==> src/rtl/cha_pkg.sv <==
package cha_pkg;

  localparam int MAX_HITS = 64;
  localparam int CNT_W    = 7;
  localparam int ID_W     = 12;
  localparam int E_W      = 24;
  localparam int SUM_W    = 32;
  localparam int SIDE_W   = 7;
  localparam int LEN_W    = 16;
  localparam int POS_W    = 13;
  localparam int Z_W      = 15;
  localparam int DIV_W    = 26;
  localparam int DVS_W    = 8;
  localparam int CIDX_W   = 2;

  localparam logic [CIDX_W-1:0] REG_SIDE = 2'd0;
  localparam logic [CIDX_W-1:0] REG_LEN  = 2'd1;

  localparam logic [SIDE_W-1:0] SIDE_RST = 7'd8;
  localparam logic [LEN_W-1:0]  LEN_RST  = 16'd3200;

  localparam logic signed [14:0] PITCH = 15'sd2400;

  typedef struct packed {
    logic cmp;
    logic upd;
    logic any;
    logic shift;
  } cell_ctrl_t;

endpackage

==> src/rtl/cha_div.sv <==
module cha_div (
  input  logic                       clk,
  input  logic                       rst,
  input  logic                       start,
  input  logic [cha_pkg::DIV_W-1:0]  dividend,
  input  logic [cha_pkg::DVS_W-1:0]  divisor,
  output logic [cha_pkg::DIV_W-1:0]  quot,
  output logic [cha_pkg::DVS_W-1:0]  rem,
  output logic                       done
);

  logic                       busy;
  logic [4:0]                 cnt;
  logic [cha_pkg::DVS_W-1:0]  dvs;
  logic [cha_pkg::DVS_W:0]    trial;
  logic                       fit;

  assign trial = {rem, quot[cha_pkg::DIV_W-1]};
  assign fit   = trial >= {1'b0, dvs};

  always_ff @(posedge clk) begin
    if (rst) begin
      busy <= 1'b0;
      done <= 1'b0;
      cnt  <= '0;
    end else begin
      done <= 1'b0;
      if (start) begin
        busy <= 1'b1;
        cnt  <= '0;
      end else if (busy) begin
        cnt <= cnt + 5'd1;
        if (cnt == 5'(cha_pkg::DIV_W - 1)) begin
          busy <= 1'b0;
          done <= 1'b1;
        end
      end
    end
  end

  // one quotient bit per cycle, restoring
  always_ff @(posedge clk) begin
    if (start) begin
      quot <= dividend;
      rem  <= '0;
      dvs  <= divisor;
    end else if (busy) begin
      quot <= {quot[cha_pkg::DIV_W-2:0], fit};
      rem  <= fit ? cha_pkg::DVS_W'(trial - {1'b0, dvs}) : trial[cha_pkg::DVS_W-1:0];
    end
  end

endmodule

==> config.mk <==
export PLATFORM = sky130hd
export DESIGN_NAME = cha_div
export DESIGN_NICKNAME = d
export VERILOG_FILES = /design/src/rtl/cha_pkg.sv /design/src/rtl/cha_div.sv
export SDC_FILE = /design/constraint.sdc
export NUM_CORES = 1
export LEC_CHECK = 0
export BUFFER_PORTS_ARGS = -buffer_cell sky130_fd_sc_hd__buf_2
export CAP_MARGIN = 20
export CORE_MARGIN = 8
export CORE_UTILIZATION = 51
export CTS_BUF_LIST = sky130_fd_sc_hd__clkbuf_16
export CTS_CLUSTER_DIAMETER = 80
export DETAILED_ROUTE_END_ITERATION = 12
export PLACE_DENSITY = 0.79
export SKIP_LAST_GASP = 1
export SYNTH_ARGS = -nofsm -noshare
export SYNTH_HDL_FRONTEND = slang
export SYNTH_SLANG_ARGS = --single-unit
==> constraint.sdc <==
create_clock -name clk -period 2.4 [get_ports clk]
set_clock_uncertainty 0.2 [all_clocks]
set_input_delay 0.48 -clock clk [delete_from_list [all_inputs] [get_ports clk]]
set_output_delay 0.48 -clock clk [all_outputs]
set_load 0.03 [all_outputs]
==> impl_metrics.yaml <==
sta:
  fmax_mhz: 437
  setup-violations-final: 0
  fin_crit_sh_pct: 95.5
  relSlewSlack_pct: 62.8
  drv_slew: 0
  rsz0062_at_grt: "no"
  finalCriticalPeriod_ns: 2.29
  hold_violations: 0
  setup_tns_ns: 0
  tightestPinTransition_ns: 0.558
  finalWorstSetupSlack_ns: 0.109
yosys:
  synth_edf_count: 34
  syn_nets: 253
  syn_area_per_cell_um2: 11.9
  ys_dominant_reg_cell: "edfxtp_1"
  async_flop_share_pct: 0
  synth_top_family_by_area: "multiplexers"
  ys_seq_area_share_pct: 54.1
  yosys.area_share.simple_pct: 10.9
  synthAdderAreaFrac_pct: 5.94
  synth_cells: 205
  yosysTopAreaCell: "edfxtp_1"
  synth_area_leaders: "edfxtp_1 42%, dfxtp_1 12%, mux2_2 12%"
  synth_cell_type_count: 44
  synth_xor_area_share_pct: 3.23
  synth_compound_area_share_pct: 10.9
  synth_warnings: 0
  synthMuxAreaShare_pct: 11.5
  netlist.area_leader.share_pct: 41.8
  synthesis.area_mm2: 0.00244
  ys_ff_latch: 49
final_layout:
  area.growth.synth_to_final_pct: 25.5
  final_cell_mix: "71 x buf_2, 34 x edfxtp_1, 25 x mux2_2, 19 x nor2_1, 16 x inv_1"
  insertedDiodeCount: 0
  stdcell_count: 334
  utilization_pct: 65.7
  nets: 327
  final_common_cell: "buf_2"
  drive_gt1_share_pct: 42.1
drt:
  vias_per_cell: 5.46
  wl_met1_mm: 2.28
  met3_length_um: 499
  drtPass1Iterations: 4
  drtIter0Drc: 84
  drt-total-wl_mm: 5.46
  highest_layer: "met4"
  wl_per_cell_um: 16.3
  drc: 0
  vias: 1822
  route.met2.wl_mm: 2.60
  final_antenna_net_count: 0
setup_path:
  worstPathRequired_ns: 2.39
  cp-start-kind: "flop"
  worst-r2r-cell-count: 6
  rrSetupSlack_ns: 0.11
  critPathLaunch: "rem[1]$_SDFFE_PP0P_"
  crit_end: "rem[0]$_SDFFE_PP0P_"
  r2r_end: "rem[0]$_SDFFE_PP0P_"
  endpoint_kind: "flop"
  r2r-start: "rem[1]$_SDFFE_PP0P_"
  critPathKind: "flop to flop"
  crit_arrival_ns: 2.28
  path_max_fanout: 6
placed_design:
  post-place-ws_ns: 0.108
  port_buffers: 71
  hpwl_mm: 4.11
  gp_congestion: 0.835
  dpl.cell_count: 326
hold_path:
  hp-start: "divisor[0]"
  hold_class: "primary input to flop"
flow_run:
  drv_cap: 0
cts:
  cts_setup_buffers: 0
  clockBufferDepth: 2
  htree_levels: 2
  cts-root-buf: "clkbuf_16"
  cts.sinks: 49
  cts_tree: "done"
  cts_buffers: 5
  clk_pin_slew_ns: 0.06
  clock_latency_ns: 0.29
pwr:
  p_per_area_mw_per_mm2: 733
  power.leakage_uw: 0.00129
  peakVddDrop_v: 0.000566
run_status:
  run_status: "complete, no violations"
floorplanning:
  fp-row-count: 25
  io_pins: 72
  start_util_pct: 52.4
  coreArea_mm2: 0.00466
  die_w_um: 85.2
  die_h_um: 85.2
  dieArea_mm2: 0.00726
global_routing:
  grtUsageTotal_pct: 15.7
  grt_pass1_wl_mm: 9.04
  antenna_found_initial: 0
  grt_pass1_vias: 1916
  overflow: 0
  grt_max_degree: 27
-- report_power, final --
group          internal (uW)  leakage (uW)  switching (uW)
clock network            380     0.0000764             292
logic                    204      0.000747             326
registers                993      0.000462            50.2
total                   1580       0.00129             667
-- stage by stage --
step | hold WS, ns | total power [uW] | instance area (um2)
final | 0.163 | 2240 | 3060
after floorplan | 0.279 | 1420 | 2460
after global routing | 0.158 | 2340 | 3060
after global placement | 0.295 | 1570 | 2900
after detailed placement | 0.302 | 1580 | 2900
after CTS | 0.156 | 2260 | 3040
-- synth_stat cells, types with 3 or more instances --
| cell type | number |
|---|---|
| nand3_1 | 3 |
| mux2_2 | 25 |
| xor2_1 | 6 |
| edfxtp_1 | 34 |
| a311oi_1 | 4 |
| buf_1 | 4 |
| inv_1 | 14 |
| a21oi_1 | 6 |
| o21ai_0 | 4 |
| xnor2_1 | 3 |
| nand2b_1 | 4 |
| clkbuf_1 | 3 |
| nor2_1 | 19 |
| nand2_1 | 13 |
| nand4_1 | 3 |
| ha_1 | 10 |
| dfxtp_1 | 15 |
-- worst min path at each step --
stage | endpoint | slack (ns) | depth (start not counted)
final | dvs[0]$_DFFE_PP_ | 0.16 | 1
after global routing | dvs[5]$_DFFE_PP_ | 0.16 | 1
after CTS | dvs[0]$_DFFE_PP_ | 0.16 | 1
after detailed placement | cnt[1]$_SDFFE_PP0P_ | 0.30 | 2
after global placement | cnt[4]$_SDFFE_PP0P_ | 0.30 | 2
after floorplan | cnt[4]$_SDFFE_PP0P_ | 0.28 | 2
-- cell families (layout without fill, tap and decap cells) --
kind of cell | after synthesis | count (layout)
adder cells (fa/ha/maj) | 11 | 11
buffers and inverters | 22 | 97
AO/OA/AOI/OAI | 34 | 34
flip-flops | 49 | 49
multiplexers | 25 | 25
AND/OR/NAND/NOR | 55 | 55
XOR/XNOR | 9 | 9
-- cell type report --
type	count	area, um2
flip-flops and latches	49	1320
well taps	54	67.6
multi-input cells	134	1070
fillers	382	1600
inverters	14	52.6
clock inverters	3	16.3
clock buffers	5	125
repair buffers	75	410
-- routing by layer --
metal,global-route usage (%),vias to the layer above
met4,5.18,0
li1,-,906
met2,26.1,51
met1,17.1,857
met5,0,-
met3,7.63,8
-- what timing repair did --
item | 4_1_cts | 5_1_grt
resized for setup | 0 | 7
hold buffers | 0 | 0
setup endpoints to repair | 0 | 3
-- registers in the layout (all words and copies together) (netlist names) --
signal,flops
rem,8
busy,1
cnt,5
dvs,8
done,1
quot,26
-- critical path, cell delays in order (launching register included) --
cell,delay (ns)
dfxtp_1,0.34
ha_1,0.40
a21oi_2,0.18
o21ai_2,0.09
a311o_1,0.38
or4_1,0.50
o311ai_1,0.10
Power figures use the tool's default switching activity.
