File: src/rtl/cha_pkg.sv
package cha_pkg;

  localparam int MAX_HITS = 64;
  localparam int CNT_W    = 7;
  localparam int ID_W     = 12;
  localparam int E_W      = 24;
  localparam int SUM_W    = 32;
  localparam int SIDE_W   = 7;
  localparam int LEN_W    = 16;
  localparam int POS_W    = 13;
  localparam int Z_W      = 15;
  localparam int DIV_W    = 26;
  localparam int DVS_W    = 8;
  localparam int CIDX_W   = 2;

  localparam logic [CIDX_W-1:0] REG_SIDE = 2'd0;
  localparam logic [CIDX_W-1:0] REG_LEN  = 2'd1;

  localparam logic [SIDE_W-1:0] SIDE_RST = 7'd8;
  localparam logic [LEN_W-1:0]  LEN_RST  = 16'd3200;

  localparam logic signed [14:0] PITCH = 15'sd2400;

  typedef struct packed {
    logic cmp;
    logic upd;
    logic any;
    logic shift;
  } cell_ctrl_t;

endpackage

File: src/rtl/cha_cell.sv
module cha_cell (
  input  logic                       clk,
  input  cha_pkg::cell_ctrl_t        ctrl,
  input  logic                       occ,
  input  logic                       app_sel,
  input  logic [cha_pkg::ID_W-1:0]   cmp_id,
  input  logic [cha_pkg::ID_W-1:0]   wr_id,
  input  logic [cha_pkg::E_W-1:0]    wr_e,
  input  logic [cha_pkg::ID_W-1:0]   nbr_id,
  input  logic [cha_pkg::SUM_W-1:0]  nbr_sum,
  output logic [cha_pkg::ID_W-1:0]   id,
  output logic [cha_pkg::SUM_W-1:0]  sum,
  output logic                       match
);

  logic [cha_pkg::SUM_W:0] acc;

  assign acc = {1'b0, sum} + (cha_pkg::SUM_W+1)'(wr_e);

  always_ff @(posedge clk) begin
    if (ctrl.cmp) begin
      match <= occ && (id == cmp_id);
    end
    if (ctrl.shift) begin
      id  <= nbr_id;
      sum <= nbr_sum;
    end else if (ctrl.upd) begin
      if (match) begin
        sum <= acc[cha_pkg::SUM_W] ? '1 : acc[cha_pkg::SUM_W-1:0];
      end else if (!ctrl.any && app_sel) begin
        id  <= wr_id;
        sum <= cha_pkg::SUM_W'(wr_e);
      end
    end
  end

endmodule

File: config.mk
export PLATFORM = sky130hd
export DESIGN_NAME = cha_cell
export DESIGN_NICKNAME = d
export VERILOG_FILES = /design/src/rtl/cha_pkg.sv /design/src/rtl/cha_cell.sv
export SDC_FILE = /design/constraint.sdc
export NUM_CORES = 1
export LEC_CHECK = 0
export BUFFER_PORTS_ARGS = -buffer_cell sky130_fd_sc_hd__buf_4
export CAP_MARGIN = 0
export CELL_PAD_IN_SITES_DETAIL_PLACEMENT = 1
export CELL_PAD_IN_SITES_GLOBAL_PLACEMENT = 2
export CORE_MARGIN = 2
export CORE_UTILIZATION = 26
export CTS_CLUSTER_DIAMETER = 100
export DETAILED_ROUTE_END_ITERATION = 6
export PLACE_DENSITY = 0.75
export SYNTH_ARGS = -nofsm -noshare
export SYNTH_HDL_FRONTEND = slang
export SYNTH_SLANG_ARGS = --single-unit
File: constraint.sdc
create_clock -name clk -period 3.06 [get_ports clk]
set_clock_uncertainty 0.2 [all_clocks]
set_input_delay 0.612 -clock clk [delete_from_list [all_inputs] [get_ports clk]]
set_output_delay 0.612 -clock clk [all_outputs]
set_load 0.05 [all_outputs]
==> flow_metrics.env, run 1 <==
export IMPL_slowest_stage="fa_2"
export IMPL_syn_nets=514
export IMPL_yosysSeqAreaShare_pct=36.8
export IMPL_crit_path_end_kind="register"
export IMPL_antenna_cells=0
export IMPL_critical_path_required_ps=2900
export IMPL_synth_top_family_by_area="compound AO/OA/AOI/OAI gates"
export IMPL_yosys_area_share_xor_xnor_pct=7.40
export IMPL_antenna_found_initial=0
export IMPL_fillers=1568
export IMPL_synthTopCellsByCount="49 x nand2_1, 45 x edfxtp_1, 28 x a21oi_1, 24 x ha_1, 24 x nor2_1"
export IMPL_routedWlPerCell_um=17.9
export IMPL_die_area_um2=15100
export IMPL_hold_worst_slack_ps=311
export IMPL_cts_sinks=45
export IMPL_final_util_pct=42.2
export IMPL_post_route_period_util_pct=98.1
export IMPL_dr_pass1_iters=4
export IMPL_synth_cell_types=56
export IMPL_status="finished, final reports clean"
export IMPL_tns_ps=0
export IMPL_hold_viol_final=0
export IMPL_grt_first_pass_wirelength_um=21300
export IMPL_cts_tree="yes"
export IMPL_slowest_delay_ps=380
export IMPL_place_area_um2=5470
export IMPL_cts_buffers=5
export IMPL_cts_buffer_depth=2
export IMPL_final_cells=777
export IMPL_slew_headroom_pct=49.0
export IMPL_vias=3877
export IMPL_dp_hpwl_um=10800
export IMPL_synth_compound_area_share_pct=25.3
export IMPL_die_x_um=123
export IMPL_ir_drop_uv=195
export IMPL_path_cells="buf_4 > ha_2 > fa_2 > a211oi_4 > o21bai_2 > o22ai_4 > a2111oi_4 > nor2_4 > a211oi_4 > buf_6 > buf_12 > o31ai_4 > o21ai_1"
export IMPL_nets=720
export IMPL_p_leak_nw=2.47
export IMPL_cap_violations=0
export IMPL_gp_congestion=0.855
export IMPL_hp_class="input pin to register"
export IMPL_async_flop_share_pct=0
export IMPL_p_per_area_nw_per_um2=454
export IMPL_syn_to_final_growth_pct=59.2
export IMPL_grt_max_degree=35
export IMPL_worstPathMaxFanout=14
export IMPL_insertion_delay_ps=300
export IMPL_design_area_um2=5840
export IMPL_dp_cells=765
export IMPL_h_tree_depth=2
export IMPL_grtUsageTotal_pct=18.4
export IMPL_ant_nets=0
export IMPL_drv_slew=0
export IMPL_fp_coreArea_um2=13800
export IMPL_drive_above_1_share_pct=46.2
export IMPL_ys_top_cells_by_area="edfxtp_1 37%, ha_1 8.2%, nand2_1 5.0%"
export IMPL_syn_area_um2=3670
export IMPL_synth_flop_cell="edfxtp_1"
export IMPL_tightest_slew_ps=764
export IMPL_initial_core_util_pct=26.5
export IMPL_period_minus_slack_ps=3000
export IMPL_syn_area_per_cell_um2=9.40
export IMPL_synth_edff_count=45
export IMPL_yosysTopAreaCell="edfxtp_1"
export IMPL_max_clock_freq_ghz=0.333
export IMPL_hold_depth=1
export IMPL_io_pins=144
export IMPL_r2r_cells=12
export IMPL_synthMuxAreaShare_pct=3.68
export IMPL_fp_row_count=43
export IMPL_route_detailed_drc=0
export IMPL_finalWirelength_um=13900
export IMPL_grt_pass1_vias=4377
export IMPL_portBuffers=143
export IMPL_ys_warnings_count=0
export IMPL_chipHeight_um=123
export IMPL_cp_start_kind="input pin"
export IMPL_overflow=0
export IMPL_timing_final_ws_setup_ps=58.0
export IMPL_crit_path_frequent_cell="a211oi_4"
export IMPL_root_buffer="clkbuf_16"
export IMPL_setup_viol=0
export IMPL_criticalPathCategory="input pin to register"
export IMPL_netlist_instances=390
export IMPL_worstPathArrival_ps=2840
export IMPL_yosys_area_top_type_share_pct=36.8
export IMPL_synth_fa_ha_area_share_pct=8.73
export IMPL_cts_hold_buffers=0
export IMPL_viasPerCell=4.99
export IMPL_fin_total_pwr_mw=2.65
export IMPL_yosysMostFrequentCell="nand2_1"
export IMPL_rsz0062_at_grt="true"
export IMPL_synth_simple_area_share_pct=16.1
export IMPL_ys_seq_elements=45
export IMPL_clkTransAtPathRegs_ps=60
export IMPL_dr_first_iter_drc_count=160
export IMPL_place_ws_ps=-310
[cell families (layout without fill, tap and decap cells)]
logic type | Yosys count | after routing
AO/OA/AOI/OAI | 136 | 136
multiplexers | 12 | 12
AND/OR/NAND/NOR | 125 | 125
buffers and inverters | 16 | 223
adder cells (fa/ha/maj) | 25 | 25
flip-flops | 45 | 45
XOR/XNOR | 31 | 31
[flip-flops by register name (all words and copies together) (netlist names)]
register and count:
match 1, id 12, sum 32
[report_power, final]
part	total [mW]	switching, mW	internal (mW)
clock	0.640	0.256	0.384
combinational	1.21	0.664	0.546
sequential	0.801	0.0485	0.753
[final timing paths]
kind	from	endpoint	slack (ps)
hold reg to reg	id[9]	match	530
setup reg to reg	sum[0]	sum[10]	70
setup / recovery	wr_e[0]	sum[10]	60
hold / removal	ctrl[3]	match	310
[timing repair]
action | CTS | global route
pin swaps | 1 | 13
endpoints found under the hold margin | 0 | 0
setup endpoints to repair | 6 | 30
setup buffers | 1 | 3
gates resized for setup | 3 | 29
[cell type report]
type | instances | area (um^2) | share of cell area [%]
sequential | 45 | 1350 | 23.1
clock buffer | 6 | 129 | 2.21
inverter | 3 | 11.3 | 0.193
multi-input combinational | 329 | 2470 | 42.3
timing repair buffer | 212 | 1620 | 27.7
tap | 180 | 225 | 3.86
clock inverter | 2 | 33.8 | 0.579
[layout by cell type (no fill, tap or decap), types with 3 or more instances in the layout]
cell	n
a211oi_1	5
a211oi_2	3
a21boi_0	3
a21o_1	6
a21oi_1	26
and2_1	3
and3_1	6
buf_4	208
buf_6	3
clkbuf_16	5
edfxtp_1	45
ha_1	21
mux2_2	12
nand2_1	49
nand2b_1	5
nand3_1	8
nand4_1	3
nor2_1	23
nor3_1	7
o211ai_1	4
o21a_1	7
o21ai_0	11
o21ai_1	18
o22ai_1	9
o22ai_2	7
o31ai_1	6
o31ai_2	4
o31ai_4	3
or2_2	7
xnor2_1	21
xor2_1	10
[routing by layer]
metal	vias to the layer above	wire, um	track usage [%]
met3	10	1120	5.58
met5	-	0	0
met4	0	171	6.18
met1	1857	5600	21.1
li1	1898	-	-
met2	112	7040	32.4
[worst max-delay path, delay by kind of cell]
kind                       cells  cell delay (ps)
adders and majority gates      2              560
buffers and inverters          3              440
AOI/OAI and AO/OA              7             1070
and+or+nand+nor                1              140
Note: power is estimated with default switching activity, not from simulation.
==> run 2, diff against run 1 <==
Settings changed: CELL_PAD_IN_SITES_DETAIL_PLACEMENT 1 to not set, CELL_PAD_IN_SITES_GLOBAL_PLACEMENT 2 to not set, CORE_UTILIZATION 26 to 43.
==> flow_metrics.env, run 2 (synthesis results as in run 1) <==
export IMPL_status="finished, final reports clean"
export IMPL_worstPathArrival_ps=2810
export IMPL_portBuffers=143
export IMPL_slowest_stage="fa_2"
export IMPL_fillers=676
export IMPL_overflow=0
export IMPL_h_tree_depth=2
export IMPL_insertion_delay_ps=310
export IMPL_slowest_delay_ps=420
export IMPL_die_x_um=96.4
export IMPL_drive_above_1_share_pct=43.4
export IMPL_worstPathMaxFanout=4
export IMPL_cp_start_kind="input pin"
export IMPL_viasPerCell=5.53
export IMPL_dp_hpwl_um=8700
export IMPL_crit_path_end_kind="register"
export IMPL_io_pins=144
export IMPL_cts_hold_buffers=0
export IMPL_wl_met3_um=860
export IMPL_syn_to_final_growth_pct=50.3
export IMPL_p_per_area_nw_per_um2=435
export IMPL_grt_first_pass_wirelength_um=17800
export IMPL_critical_path_required_ps=2920
export IMPL_cts_buffers=5
export IMPL_timing_final_ws_setup_ps=115
export IMPL_antenna_found_initial=0
export IMPL_setup_viol=0
export IMPL_chipHeight_um=96.4
export IMPL_largest_reg_flops=32
export IMPL_dr_first_iter_drc_count=186
export IMPL_route_detailed_drc=0
export IMPL_wl_met2_um=5590
export IMPL_clkTransAtPathRegs_ps=90
export IMPL_fp_row_count=33
export IMPL_grt_pass1_vias=3828
export IMPL_post_route_period_util_pct=96.2
export IMPL_ir_drop_uv=291
export IMPL_cap_violations=0
export IMPL_layout_commonest_cell="buf_4"
export IMPL_drv_slew=0
export IMPL_grtUsageTotal_pct=24.6
export IMPL_dr_pass1_iters=4
export IMPL_tightest_slew_ps=746
export IMPL_regMostFlops="sum"
export IMPL_dp_cells=682
export IMPL_gp_congestion=0.955
export IMPL_final_cells=693
export IMPL_vias=3834
export IMPL_grt_max_degree=65
export IMPL_nets=711
export IMPL_period_minus_slack_ps=2950
export IMPL_top_layer="met4"
export IMPL_criticalPathCategory="input pin to register"
export IMPL_slew_headroom_pct=50.3
export IMPL_max_clock_freq_ghz=0.340
export IMPL_tns_ps=0
export IMPL_ant_nets=0
export IMPL_routedWlPerCell_um=16.2
export IMPL_hold_viol_final=0
export IMPL_path_cells="buf_4 > buf_4 > fa_2 > a211oi_4 > o21bai_2 > o22ai_4 > a2111oi_4 > nor2_4 > a211oi_4 > buf_6 > nand4b_1 > a32o_1"
export IMPL_reg_largest_list="sum x32, id x12, match x1"
export IMPL_fp_coreArea_um2=8260
export IMPL_met1_length_um=4640
export IMPL_finalWirelength_um=11200
export IMPL_root_buffer="clkbuf_8"
export IMPL_cts_buffer_depth=2
export IMPL_place_ws_ps=-261
export IMPL_die_area_um2=9280
export IMPL_cts_sinks=45
export IMPL_cts_tree="yes"
export IMPL_hp_class="input pin to register"
export IMPL_p_leak_nw=2.38
export IMPL_antenna_cells=0
export IMPL_initial_core_util_pct=44.4
export IMPL_layout_common_cells="200 x buf_4, 49 x nand2_1, 45 x edfxtp_1, 26 x a21oi_1, 24 x nor2_1"
## run 2: cell count changes in the layout (fill, tap and decap cells not counted), moves of 2 or more
| cell | before | now |
|---|---|---|
| o21ai_0 | 11 | 13 |
| a31oi_1 | 1 | 3 |
| o31ai_2 | 4 | 7 |
| o22ai_2 | 7 | 1 |
| clkbuf_16 | 5 | 0 |
| o21ai_1 | 18 | 16 |
| buf_4 | 208 | 200 |
| o31ai_4 | 3 | 0 |
| o22ai_1 | 9 | 15 |
| clkbuf_8 | 0 | 5 |
## run 2: per-stage QoR
| stage | instance area [um^2] | utilization (%) | hold WS (ps) | power [mW] |
|---|---|---|---|---|
| after detailed placement | 5320 | 64.4 | 515 | 1.90 |
| after CTS | 5430 | 65.7 | 314 | 2.37 |
| final | 5510 | 66.7 | 327 | 2.40 |
| after floorplan | 3730 | - | 524 | 1.48 |
| after global placement | 5320 | 64.4 | 503 | 1.88 |
| after global routing | 5510 | 66.7 | 308 | 2.52 |
## run 2: path summary, 6_finish.rpt
path                 from  endpoint  slack, ps  depth (start not counted)
hold / removal    ctrl[3]     match        330                          1
hold reg to reg    id[10]     match        520                          3
setup reg to reg   sum[0]   sum[31]        130                         11
setup / recovery  wr_e[1]   sum[31]        110                         12
## run 2: layout make-up
cell class | count | area, um^2 | share of cell area [%]
Clock buffer | 6 | 72.6 | 1.32
Clock inverter | 2 | 33.8 | 0.613
Sequential cell | 45 | 1350 | 24.5
Timing Repair Buffer | 203 | 1540 | 28.0
Tap cell | 105 | 131 | 2.38
Multi-Input combinational cell | 329 | 2370 | 43.0
Inverter | 3 | 11.3 | 0.204
## run 2: power by group
group	internal [mW]	switching (mW)	total, mW	leakage (nW)
Combinational	0.511	0.619	1.13	1.87
Sequential	0.752	0.0470	0.799	0.453
Clock	0.242	0.224	0.466	0.0528
Total	1.51	0.890	2.40	2.38
## run 2: routing by layer
metal | GRT usage [%] | up-vias
met5 | 0 | -
met4 | 6.46 | 0
met3 | 5.87 | 9
met2 | 42.5 | 154
met1 | 30.9 | 1792
li1 | - | 1879
## run 2: timing repair
item / in CTS / in global routing
resized for setup: 0 / 13
setup buffers: 0 / 3
endpoints found under the setup margin: 0 / 21
## run 2: critical path: cells and delay by family
family / cells / cell delay (ps)
AOI/OAI and AO/OA: 6 / 1050
adders and majority gates: 1 / 420
buffers and inverters: 3 / 420
and+or+nand+nor: 2 / 310
